File: src/hdl/wsp_pkg.sv
// Shared types, widths and constants for the world-to-screen projection block.
package wsp_pkg;

  localparam int unsigned ScreenWDef = 1024;
  localparam int unsigned ScreenHDef = 768;

  localparam int unsigned NCoef   = 8;
  localparam int unsigned CfgIdxW = 3;
  localparam int unsigned CfgW    = 64;

  localparam int unsigned PosW  = 32;
  localparam int unsigned ClipW = 49;
  localparam int unsigned MagW  = 48;
  localparam int unsigned HalfW = 13;
  localparam int unsigned NumW  = MagW + HalfW;
  localparam int unsigned QuotW = 34;
  localparam int unsigned NShW  = QuotW - 16;
  localparam int unsigned SumW  = QuotW + 3;

  localparam logic signed [ClipW-1:0] WMinQ16 = ClipW'(6554);

  typedef logic [NCoef-1:0][CfgW-1:0] coef_bank_t;

  typedef struct packed {
    logic            vis;
    logic            neg_x;
    logic            neg_y;
    logic [NumW-1:0] num_x;
    logic [NumW-1:0] num_y;
    logic [MagW-1:0] den;
  } job_t;

  typedef struct packed {
    logic [MagW-1:0]  rem;
    logic [NShW-1:0]  nlo;
    logic [QuotW-1:0] quot;
    logic             neg;
    logic             ovf;
    logic [MagW-1:0]  den;
  } div_stage_t;

  function automatic logic signed [PosW-1:0] elem(coef_bank_t c, logic [3:0] i);
    return signed'(i[0] ? c[i[3:1]][63:32] : c[i[3:1]][31:0]);
  endfunction

endpackage

File: src/hdl/wsp_queue.sv
// Short queue of jobs between the front and back parts.
module wsp_queue (
  input  logic          clk_i,
  input  logic          rst_ni,
  input  logic          push_i,
  input  wsp_pkg::job_t job_i,
  input  logic          pop_i,
  output logic          full_o,
  output logic          empty_o,
  output wsp_pkg::job_t job_o
);

  localparam int unsigned Depth = 4;
  localparam int unsigned PtrW  = $clog2(Depth);

  wsp_pkg::job_t mem_q [Depth];
  logic [PtrW-1:0] wr_q, rd_q;
  logic [PtrW:0]   cnt_q;

  assign full_o  = cnt_q == (PtrW+1)'(Depth);
  assign empty_o = cnt_q == '0;
  assign job_o   = mem_q[rd_q];

  always_ff @(posedge clk_i or negedge rst_ni) begin
    if (!rst_ni) begin
      wr_q  <= '0;
      rd_q  <= '0;
      cnt_q <= '0;
    end else begin
      if (push_i) wr_q <= wr_q + 1'b1;
      if (pop_i)  rd_q <= rd_q + 1'b1;
      cnt_q <= cnt_q + (PtrW+1)'(push_i) - (PtrW+1)'(pop_i);
    end
  end

  always_ff @(posedge clk_i) begin
    if (push_i) mem_q[wr_q] <= job_i;
  end

endmodule

File: config.mk
export PLATFORM = sky130hd
export DESIGN_NAME = wsp_queue
export DESIGN_NICKNAME = d
export VERILOG_FILES = /design/src/hdl/wsp_pkg.sv /design/src/hdl/wsp_queue.sv
export SDC_FILE = /design/constraint.sdc
export NUM_CORES = 1
export LEC_CHECK = 0
export BUFFER_PORTS_ARGS = -buffer_cell sky130_fd_sc_hd__clkbuf_2
export CAP_MARGIN = 10
export CELL_PAD_IN_SITES_DETAIL_PLACEMENT = 1
export CELL_PAD_IN_SITES_GLOBAL_PLACEMENT = 2
export CORE_MARGIN = 5
export CORE_UTILIZATION = 45
export CTS_CLUSTER_DIAMETER = 60
export DETAILED_ROUTE_END_ITERATION = 12
export PLACE_DENSITY_LB_ADDON = 0.1
export SETUP_SLACK_MARGIN = 0.3
export SYNTH_ARGS = -nofsm -noshare
export SYNTH_HDL_FRONTEND = slang
export SYNTH_SLANG_ARGS = --single-unit
File: constraint.sdc
create_clock -name clk_i -period 5.9 [get_ports clk_i]
set_input_delay 0.295 -clock clk_i [delete_from_list [all_inputs] [get_ports clk_i]]
set_output_delay 0.295 -clock clk_i [all_outputs]
set_load 0.005 [all_outputs]
======== Word-level counts from Yosys, hierarchy flattened ========
Memory sizes are Yosys's and may differ from the RTL's.
Cells that the tools add are included.
W data, S select, Z words.
operators by class
  add/sub/neg operators ................... 4
  equal/unequal tests ..................... 1
  muxes and demuxes ....................... 2
  reductions and logical operators ........ 1
operator list
  cell                   number
  $add A2 B1 Y2 const B  2
  $add A3 B1 Y3          1
  $eq A3 B3 Y1 const B   1
  $logic_not A3 Y1       1
  $sub A3 B1 Y3          1
  $mux W1                2
storage, ports and cells
  flip-flop bits (word level) ............. 7
  bits in writable memories ............... 692
  input port bits ......................... 177
  output and inout port bits .............. 175
  logic and storage cells ................. 12
  memories ................................ 1
memories
  name   depth  width  rd ports  clocked after Yosys merged registers in  wr ports  line             text
  mem_q  4      173    1         0                                        1         wsp_queue.sv:16  wsp_pkg::job_t mem_q [Depth];

======== Longest topological paths before layout ========
Gate-level depths: netlist of run 1.
  depth in word-level cells ............... 2
  mapped depth ............................ 7
  gate-level depth less buffers ........... 7

======== Least setup slack after synthesis of run 1 ========
OpenSTA, ideal clock, no wires.
  kind .................................... register to register
  start ................................... register wr_q[0]
  end ..................................... memory mem_q[0][0] (netlist bit) (enable)
  setup time .............................. 553 ps
  arrival time ............................ 4566 ps
  required time ........................... 5347 ps
  slack ................................... 781 ps
  stages on the path, launching flop included .. 4
  buffers on the path ..................... 0
  period minus slack after synthesis ...... 5119 ps
  cells stage by stage .................... dfrtp_1 -> inv_1 -> ha_1 -> and2_1
RTL lines
  what                      line             text
  start: declaration        wsp_queue.sv:17  logic [PtrW-1:0] wr_q, rd_q;
  start signal: assignment  wsp_queue.sv:30  if (push_i) wr_q <= wr_q + 1'b1;
  end: declaration          wsp_queue.sv:16
Straight into the memory's write port.

==> results.yml, run 1 <==
routing:
  drt_drc_violations_left: 0
  wire_per_inst_um: 23.5
  drt.antenna.violating_nets: 0
  routed_wirelength_um: 54800
  route.vias.total: 11900
  drc_marker_count_from_the_first_detailed_route_iteration: 645
  routed_via_density: 5.10
  drt-pass1-iter-count: 5
floorplanning:
  design.portCount: 352
  design.die.area_mm2: 0.0612
  initial_utilization_pct: 45.2
  die_width_um: 247
  fp.coreArea_mm2: 0.0561
  core.rowCount: 87
  chipHeight_um: 247
timing:
  timing.final.crit_share_pct: 54.7
  grt_setup_unrepaired: "false"
  totalNegativeSetupSlack_ps: 0
  timing.fmax_mhz: 310
  tightest_slew_ps: 1120
  final.setup_skew_ps: 9.84
  fin_crit_ps: 3230
  max-slew-margin-rel_pct: 25.6
  report.final.setup_viol: 0
  count_of_endpoints_failing_hold_in_the_final_timing_report: 0
  report.final.slew_viol_count: 0
yosys:
  post-synth-top-count-cell: "sky130_fd_sc_hd__edfxtp_1"
  net_count_synth: 1122
  yosys-mux-area-fraction_pct: 15.4
  synthDistinctLibCells: 17
  netlist_instances: 938
  synthDominantAreaCellType: "sky130_fd_sc_hd__edfxtp_1"
  synthSimpleGateAreaFrac_pct: 0.173
  yosys.area_share.adder_pct: 0.375
  ffs_latches_synth: 699
  synth.yosys.warnings: 0
  synthFlopType: "sky130_fd_sc_hd__edfxtp_1"
  post_synth_arst_share_pct: 1.00
  synth_xor_area_share_pct: 0.173
  netlist_top_cells_count: "sky130_fd_sc_hd__edfxtp_1 (692), sky130_fd_sc_hd__mux4_2 (173), sky130_fd_sc_hd__buf_2 (18)"
  synth-edff-count: 692
  post_synth.cell_area_avg_um2: 27.0
  synth.yosys.seq_area_share_pct: 82.6
  main_combinational_cell_family_by_area_after_synthesis: "multiplexers"
  synthesis.area_mm2: 0.0254
  synth_compound_area_share_pct: 0.0197
  yosys.area.top_type_share_pct: 81.9
  synth_area_leaders: "sky130_fd_sc_hd__edfxtp_1 (82%), sky130_fd_sc_hd__mux4_2 (15%), sky130_fd_sc_hd__buf_6 (0.75%)"
clock_network:
  cts_tree: "done"
  cts_setup_buffers: 0
  cts_max_path_buffers: 3
  clk_pin_slew_worst_paths_ps: 60
  clock_sinks: 699
  worst_skew_pair.late_latency_ps: 600
  cts-buffers-inserted: 76
  ctsHtreeMaxLevel: 3
  clock-root-buffer: "sky130_fd_sc_hd__clkbuf_16"
worst_setup_path:
  setup.worst_path.start_class: "register"
  cp-end-kind: "output pin"
  worstPathMaxFanout: 57
  worst_path_dominant_cell_family: "flip-flops"
  crit_path_max_incr_delay_ps: 1040
  critical_path.slowest_cell: "sky130_fd_sc_hd__dfrtp_4"
  critical_path.cell_chain: "buf_4, mux4_2, clkbuf_2"
  crit_arrival_ps: 2930
  path_buf_inv: 2
  worst_ep_required_time_ps: 5610
  timing_worst_setup_path_type: "register to output pin"
layout:
  synth_to_final_area_change_pct: 26.5
  finalNetCount: 1697
  share_of_layout_cells_above_drive_strength_1_pct: 41.0
power:
  power.static_leakage_nw: 11.1
  power_mw: 15.4
  power_per_cell_area_mw_per_mm2: 479
  peakVddDrop_mv: 0.408
placement:
  port-buffer-count: 351
  place.detailed.hpwl_um: 31800
  gp_congestion: 0.705
status:
  run_status: "finished, final reports clean"
global_route:
  grt_pass1_wl_um: 82900
  grt_use_total_pct: 18.0
  pin_count_of_the_biggest_net_entering_global_routing: 137
  grt_pass1_vias: 13200
  grt_antenna_before_repair: 7
  grt.overflow.total: 0
worst_hold_path:
  min-delay-path-class: "primary input to async pin"
flow_run:
  timing.max_cap.violations: 0
==> layout make-up <==
cell class                 count  area (um2)
inverter                       6        22.5
antenna                        4        10.0
multi-input combinational    194        4090
clock buffer                  95        2020
fill                        4747       24000
sequential                   699       21000
tap                          756         946
timing repair buffer         536        3670
clock inverter                45         348
==> worst reg2reg max path, delay by kind of cell (launching register included) <==
kind | cells | cell delay [ps]
adder cells (fa/ha/maj) | 1 | 170
buffers and inverters | 1 | 510
flip-flops | 1 | 410
AND/OR/NAND/NOR | 1 | 750
==> cell families after synthesis <==
logic type / after synthesis
adders and majority gates: 7
muxes: 173
xor gates and xnor gates: 5
DFF: 699
AOI/OAI and AO/OA: 1
buffers and inverters: 45
and+or+nand+nor: 8
==> routing by layer <==
layer | vias to the layer above | GRT usage, % | part of all wire (%)
met5 | - | 0 | 0.062
met4 | 6 | 4.90 | 2.3
met3 | 91 | 4.96 | 6.2
met2 | 293 | 29.5 | 50
met1 | 6260 | 24.1 | 41
li1 | 5257 | - | -
==> worst paths after layout <==
path | from | end | slack, ps | cells after the start
worst min-delay path | rst_ni | rd_q[0] | 80 | 2
worst min register to register | wr_q[0] | wr_q[0] | 540 | 1
worst max-delay path | rd_q[1] | job_o[89] | 2670 | 3
max in group asynchronous | rst_ni | rd_q[1] | 5640 | 2
min in group clk_i | job_i[5] | mem_q[2][5] | 450 | 2
worst max register to register | wr_q[0] | mem_q[3][89] | 3320 | 3
==> state kept, by name (all words and copies together), names as in the netlist <==
name	count
mem_q	692
rd_q	2
cnt_q	3
wr_q	2
==> metrics by stage <==
stage / instances / hold WS (ps) / area [um2] / utilization (%) / worst slack (ps)
6_report: 2335 / 78.2 / 32100 / 57.2 / 2670
5_1_grt: 2332 / 59.5 / 32100 / 57.2 / 2540
4_1_cts: 2331 / 31.7 / 32100 / 57.2 / 2590
3_5_place_dp: 2015 / 144 / 27900 / 49.8 / 3270
3_3_place_gp: 2015 / 151 / 27900 / 49.8 / 3290
2_1_floorplan: 938 / -0.591 / 25400 / - / 781
==> cell usage in the layout, fill, tap and decap left out, types with 2 or more instances in the layout <==
master                          synthesis  final
sky130_fd_sc_hd__buf_4                  0      2
sky130_fd_sc_hd__dlygate4sd3_1          0    176
sky130_fd_sc_hd__bufinv_16              0      4
sky130_fd_sc_hd__nand2_1                2      2
sky130_fd_sc_hd__clkbuf_1               3     17
sky130_fd_sc_hd__mux4_2               173    173
sky130_fd_sc_hd__inv_6                  0      4
sky130_fd_sc_hd__and2_4                 0      4
sky130_fd_sc_hd__edfxtp_1             692    692
sky130_fd_sc_hd__ha_1                   6      6
sky130_fd_sc_hd__dfrtp_1                7      5
sky130_fd_sc_hd__clkbuf_16              0     78
sky130_fd_sc_hd__inv_1                  6      6
sky130_fd_sc_hd__xnor2_1                3      3
sky130_fd_sc_hd__xor2_1                 2      2
sky130_fd_sc_hd__clkinv_1               0     16
sky130_fd_sc_hd__dfrtp_4                0      2
sky130_fd_sc_hd__clkinv_2               0     14
sky130_fd_sc_hd__buf_12                 0      7
sky130_fd_sc_hd__diode_2                0      4
sky130_fd_sc_hd__clkbuf_2               1    351
sky130_fd_sc_hd__clkinvlp_4             0      5
==> report_power, final <==
part	leakage, nW	switching, mW	internal, mW
clock network	1.15	1.87	2.61
logic	3.49	2.12	1.95
registers	6.44	0.321	6.50
total	11.1	4.31	11.1
==> what timing repair did <==
| action | 4_1_cts | 5_1_grt |
|---|---|---|
| setup endpoints to repair | 0 | 0 |
| hold endpoints to repair | 702 | 0 |
| resized for setup | 0 | 0 |
| hold buffers | 176 | 0 |
(Power assumes the default switching activity.)
==> run 2: changes to the inputs <==
==> constraint.sdc (replaced) <==
create_clock -name clk_i -period 3.4 [get_ports clk_i]
set_input_delay 0.17 -clock clk_i [delete_from_list [all_inputs] [get_ports clk_i]]
set_output_delay 0.17 -clock clk_i [all_outputs]
set_load 0.005 [all_outputs]
==> run 2 against run 1 <==
Combinational power up 83%. Via count grew 1.0%. Non-clock buffer count is 25 higher. Critical path type unchanged. Design area is 0.83% higher. Clock power grew 67%. Critical path depth is the same. Core utilization up 0.47 points. Sequential cell count did not move. Total power increased by 74%.
==> results.yml, run 2 (synthesis gave the netlist of run 1 again) <==
status:
  run_status: "finished, final reports clean"
timing:
  max-slew-margin-rel_pct: 49.1
  tightest_slew_ps: 764
  count_of_endpoints_failing_hold_in_the_final_timing_report: 0
  grt_setup_unrepaired: "false"
  timing.final.crit_share_pct: 78.6
  fin_crit_ps: 2670
  report.final.setup_viol: 0
  report.final.slew_viol_count: 0
  final.setup_skew_ps: 19.0
  timing.fmax_mhz: 374
  totalNegativeSetupSlack_ps: 0
flow_run:
  timing.max_cap.violations: 0
clock_network:
  clk_pin_slew_worst_paths_ps: 50
  worst_skew_pair.late_latency_ps: 600
  cts_tree: "done"
  clock-root-buffer: "sky130_fd_sc_hd__clkbuf_16"
  clock_sinks: 699
  cts_max_path_buffers: 3
  cts-buffers-inserted: 73
  ctsHtreeMaxLevel: 3
global_route:
  grt_antenna_before_repair: 8
  grt_use_total_pct: 18.2
  pin_count_of_the_biggest_net_entering_global_routing: 72
  grt.overflow.total: 0
  grt_pass1_vias: 13400
  grt_pass1_wl_um: 83500
worst_setup_path:
  critical_path.cell_chain: "buf_12, mux4_2, clkbuf_2"
  crit_path_max_incr_delay_ps: 780
  crit_end: "job_o[87]"
  cp-end-kind: "output pin"
  worst_ep_required_time_ps: 3230
  timing.rr.start: "wr_q[0]"
  critPathLaunch: "rd_q[0]"
  r2r-end: "mem_q[2][141]"
  ff2ff_path_depth: 4
  rrSetupSlack_ps: 1390
  crit_arrival_ps: 2500
  worstPathMaxFanout: 35
  path_buf_inv: 2
  timing_worst_setup_path_type: "register to output pin"
  worst_path_dominant_cell_family: "flip-flops"
  timing.critical_path.depth: 3
  setup.worst_path.start_class: "register"
  critical_path.slowest_cell: "sky130_fd_sc_hd__dfrtp_4"
floorplanning:
  die_width_um: 247
  core.rowCount: 87
  chipHeight_um: 247
  design.die.area_mm2: 0.0612
  initial_utilization_pct: 45.2
  design.portCount: 352
  fp.coreArea_mm2: 0.0561
layout:
  share_of_layout_cells_above_drive_strength_1_pct: 41.5
  registers.top_by_ff_count: "mem_q"
  synth_to_final_area_change_pct: 27.5
  largest_register_ffs: 692
  most-common-layout-cells: "sky130_fd_sc_hd__edfxtp_1 (692), sky130_fd_sc_hd__clkbuf_2 (351), sky130_fd_sc_hd__dlygate4sd3_1 (177)"
  top_regs: "mem_q (692), cnt_q (3)"
  layout_commonest_cell: "sky130_fd_sc_hd__edfxtp_1"
  finalNetCount: 1719
routing:
  routed_via_density: 5.12
  routed_wirelength_um: 55300
  drt_drc_violations_left: 0
  drt.antenna.violating_nets: 0
  drc_marker_count_from_the_first_detailed_route_iteration: 638
  wire_per_inst_um: 23.5
  route.vias.total: 12000
  drt-pass1-iter-count: 4
worst_hold_path:
  min-delay-path-class: "primary input to register"
power:
  peakVddDrop_mv: 0.479
  power_mw: 26.7
  power.static_leakage_nw: 11.2
  power_per_cell_area_mw_per_mm2: 826
placement:
  port-buffer-count: 351
  gp_congestion: 0.741
  place.detailed.hpwl_um: 34600
## run 2: worst min-delay path by stage
stage | from | cells after the start | end
2_1_floorplan | rst_ni | 0 | cnt_q[0]
3_3_place_gp | rst_ni | 1 | cnt_q[0]
3_5_place_dp | rst_ni | 1 | cnt_q[0]
4_1_cts | job_i[4] | 2 | mem_q[3][4]
5_1_grt | job_i[152] | 2 | mem_q[3][152]
6_report | job_i[145] | 2 | mem_q[3][145]
## run 2: final cells by class
type,instances,area [um2]
fillers,4828,23700
flip-flops and latches,699,21000
multi-input cells,194,4090
repair buffers,561,4040
clock buffers,93,1930
well taps,756,946
clock inverters,34,323
inverters,6,22.5
diodes,7,17.5
## run 2: per-layer routing
metal  global-route usage (%)  vias up  routed length [um]  part of all wire (%)
met5                        0        -                  15                 0.027
met3                     5.50       87                3550                   6.4
li1                         -     5307                   -                     -
met2                     30.1      312               28200                    51
met1                     24.2     6322               22400                    41
met4                     4.54        2                1130                   2.0
## run 2: timing repair
action                                 4_1_cts  5_1_grt
resized for setup                            0        0
setup buffers                                0        0
hold buffers                               177        0
endpoints found under the hold margin      704        0
## run 2: through the flow
step	cells	cell area [um2]	setup WS (ps)	utilization, %	hold WS [ps]
3_5_place_dp	2039	28300	1270	50.5	20.7
5_1_grt	2349	32300	550	57.7	289
6_report	2350	32300	728	57.7	329
3_3_place_gp	2039	28300	1280	50.5	22.4
4_1_cts	2343	32300	613	57.7	279
2_1_floorplan	938	25400	302	-	-126
## run 2: worst register-to-register path: stages, from the launching register on
cell                      delay (ps)
sky130_fd_sc_hd__dfrtp_1         430
sky130_fd_sc_hd__inv_1           100
sky130_fd_sc_hd__ha_1            150
sky130_fd_sc_hd__and2_4          600
sky130_fd_sc_hd__buf_4           410
## run 2: report_power, final
part	internal, mW	switching [mW]	leakage, nW
logic	3.63	3.79	3.67
registers	11.3	0.518	6.44
clock network	4.40	3.10	1.10
==> run 3: changes to the inputs <==
--- a/config.mk
+++ b/config.mk
@@ -5,12 +5,13 @@
 export SDC_FILE = /design/constraint.sdc
 export NUM_CORES = 1
 export LEC_CHECK = 0
+export ABC_AREA = 1
 export BUFFER_PORTS_ARGS = -buffer_cell sky130_fd_sc_hd__clkbuf_2
 export CAP_MARGIN = 10
 export CELL_PAD_IN_SITES_DETAIL_PLACEMENT = 1
 export CELL_PAD_IN_SITES_GLOBAL_PLACEMENT = 2
 export CORE_MARGIN = 5
-export CORE_UTILIZATION = 45
+export CORE_UTILIZATION = 34
 export CTS_CLUSTER_DIAMETER = 60
 export DETAILED_ROUTE_END_ITERATION = 12
 export PLACE_DENSITY_LB_ADDON = 0.1
==> constraint.sdc (replaced) <==
create_clock -name clk_i -period 2.3 [get_ports clk_i]
set_input_delay 0.115 -clock clk_i [delete_from_list [all_inputs] [get_ports clk_i]]
set_output_delay 0.115 -clock clk_i [all_outputs]
set_load 0.005 [all_outputs]
==> run 3 against run 2 <==
Clock skew is 2.2 ps lower. Worst hold slack worse by 72 ps. Critical path depth grew 4. Register-to-register slack got worse by 910 ps. Total power rose by 98%. Sequential cell count is the same. Critical path type unchanged. Critical endpoint is now job_o[53]. Largest cell class unchanged.
==> results.yml, run 3 <==
floorplanning:
  chipHeight_um: 305
  design.portCount: 352
  core.rowCount: 108
  initial_utilization_pct: 34.2
  fp.coreArea_mm2: 0.0866
  die_width_um: 305
  design.die.area_mm2: 0.0932
yosys:
  synthDistinctLibCells: 15
  ffs_latches_synth: 699
  synth.yosys.warnings: 0
  netlist_top_cells_count: "sky130_fd_sc_hd__nand2_1 (876), sky130_fd_sc_hd__inv_1 (705), sky130_fd_sc_hd__edfxtp_1 (692)"
  post_synth_arst_share_pct: 1.00
  yosys.area.top_type_share_pct: 70.1
  synthSimpleGateAreaFrac_pct: 17.0
  synth.yosys.seq_area_share_pct: 70.7
  yosys-mux-area-fraction_pct: 0
  synthesis.area_mm2: 0.0296
  net_count_synth: 2941
  synth_area_leaders: "sky130_fd_sc_hd__edfxtp_1 (70%), sky130_fd_sc_hd__nand2_1 (11%), sky130_fd_sc_hd__inv_1 (8.9%)"
  post_synth.cell_area_avg_um2: 10.8
  main_combinational_cell_family_by_area_after_synthesis: "simple AND/OR/NAND/NOR gates"
  netlist_instances: 2757
  synthDominantAreaCellType: "sky130_fd_sc_hd__edfxtp_1"
  synth_compound_area_share_pct: 0.0169
  synth_xor_area_share_pct: 0.0886
  post-synth-top-count-cell: "sky130_fd_sc_hd__nand2_1"
  synth-edff-count: 692
  yosys.area_share.adder_pct: 0.321
  synthFlopType: "sky130_fd_sc_hd__edfxtp_1"
timing:
  worst_slack_ps: 97.8
  final.setup_skew_ps: 16.7
  report.final.setup_viol: 0
  totalNegativeSetupSlack_ps: 0
  timing.final.crit_share_pct: 95.7
  hold_slack_ps: 257
  fin_crit_ps: 2200
  max-slew-margin-rel_pct: 59.2
  count_of_endpoints_failing_hold_in_the_final_timing_report: 0
  timing.fmax_mhz: 454
  report.final.slew_viol_count: 0
  tightest_slew_ps: 613
  grt_setup_unrepaired: "true"
worst_setup_path:
  cp-end-kind: "output pin"
  worst_ep_required_time_ps: 2180
  timing_worst_setup_path_type: "register to output pin"
  setup.worst_path.start_class: "register"
  worstPathMaxFanout: 6
  crit_arrival_ps: 2090
global_route:
  grt.overflow.total: 0
  grt_most_used_layer: "met2"
  grt_use_total_pct: 19.2
  pin_count_of_the_biggest_net_entering_global_routing: 78
  grt_use_met3_pct: 3.70
  grt_use_met1_pct: 23.9
  grt_pass1_vias: 22300
  grt_util_met2_pct: 34.6
  grt_pass1_wl_um: 137000
  grt_antenna_before_repair: 6
placement:
  port-buffer-count: 351
  placement.cell_area_mm2: 0.0328
  place.detailed.hpwl_um: 50200
  numPlacedInstances: 4203
  gp_congestion: 0.736
  post-place-ws_ps: 435
power:
  power_mw: 52.9
  peakVddDrop_mv: 0.762
  power.static_leakage_nw: 18.3
  power_per_cell_area_mw_per_mm2: 1330
routing:
  route.vias.total: 20900
  routed_wirelength_um: 95600
  drt.antenna.violating_nets: 0
  drt_drc_violations_left: 0
  wire_per_inst_um: 20.7
  drt-pass1-iter-count: 5
  drc_marker_count_from_the_first_detailed_route_iteration: 1045
  routed_via_density: 4.52
layout:
  final_util_pct: 46.0
  finalNetCount: 3582
  synth_to_final_area_change_pct: 34.5
  most-common-layout-cells: "sky130_fd_sc_hd__nand2_1 (796), sky130_fd_sc_hd__inv_1 (699), sky130_fd_sc_hd__edfxtp_1 (692)"
  postLayoutCellArea_mm2: 0.0399
  largest_register_ffs: 692
  share_of_layout_cells_above_drive_strength_1_pct: 21.1
  layout_commonest_cell: "sky130_fd_sc_hd__nand2_1"
  finalNonFillerCells: 4615
  registers.top_by_ff_count: "mem_q"
  top_regs: "mem_q (692), cnt_q (3)"
clock_network:
  clock-root-buffer: "sky130_fd_sc_hd__clkbuf_16"
  cts_tree: "done"
  cts_max_path_buffers: 3
  ctsHtreeMaxLevel: 3
  worst_skew_pair.late_latency_ps: 620
  clk_pin_slew_worst_paths_ps: 50
  clock_sinks: 699
  cts-buffers-inserted: 83
status:
  run_status: "finished, final reports clean"
flow_run:
  timing.max_cap.violations: 0
worst_hold_path:
  min-delay-path-class: "primary input to register"
-- run 3: final cells by class --
type | instances | area (um2)
clock buffers | 109 | 2230
fillers | 9306 | 46700
flip-flops and latches | 699 | 21000
clock inverters | 34 | 397
well taps | 1155 | 1450
inverters | 706 | 2710
repair buffers | 666 | 6400
diodes | 4 | 10.0
multi-input cells | 1236 | 5600
repair inverters | 6 | 113
-- run 3: cells by family (layout without fill, tap and decap cells) --
| family | count (synthesis) | in the layout |
|---|---|---|
| simple gates | 1225 | 1225 |
| buf+inv | 822 | 1521 |
| flops | 699 | 699 |
| fa+ha+maj | 7 | 7 |
| xor+xnor | 3 | 3 |
| compound gates | 1 | 1 |
| other cells | 0 | 4 |
-- run 3: worst paths after layout --
kind	start	end	slack, ps	cells after the start
setup / recovery	rd_q[0]	job_o[53]	100	7
hold reg to reg	wr_q[0]	wr_q[0]	550	1
setup reg to reg	wr_q[1]	mem_q[1][67]	480	6
min in group asynchronous	rst_ni	cnt_q[1]	520	3
hold / removal	job_i[101]	mem_q[1][101]	260	2
max in group asynchronous	rst_ni	rd_q[0]	1390	3
-- run 3: power breakdown --
part,switching (mW),total [mW],internal (mW),leakage [nW]
Sequential,0.554,17.2,16.6,6.44
Clock,5.07,12.8,7.78,1.28
Combinational,13.6,22.9,9.32,10.5
-- run 3: timing repair --
| item | CTS | global route |
|---|---|---|
| endpoints found under the hold margin | 704 | 0 |
| gates resized for setup | 145 | 119 |
| gates cloned | 35 | 25 |
| pin swaps | 37 | 26 |
| buffers inserted | 20 | 8 |
| setup endpoints to repair | 173 | 173 |
| hold buffers | 177 | 0 |
-- run 3: routing by layer --
layer  share of wire, %  vias to the layer above
met5              0.043                        -
met4                2.0                        6
met3                4.4                      115
met2                 51                      389
met1                 43                    10400
li1                   -                     9924
-- run 3: critical path: stages, from the launching register on --
cell and delay, ps:
sky130_fd_sc_hd__dfrtp_4 520, sky130_fd_sc_hd__buf_12 190, sky130_fd_sc_hd__clkbuf_16 200, sky130_fd_sc_hd__clkbuf_16 180
sky130_fd_sc_hd__nand2_1 80, sky130_fd_sc_hd__nand3_2 90, sky130_fd_sc_hd__nand2_1 80, sky130_fd_sc_hd__clkbuf_2 110
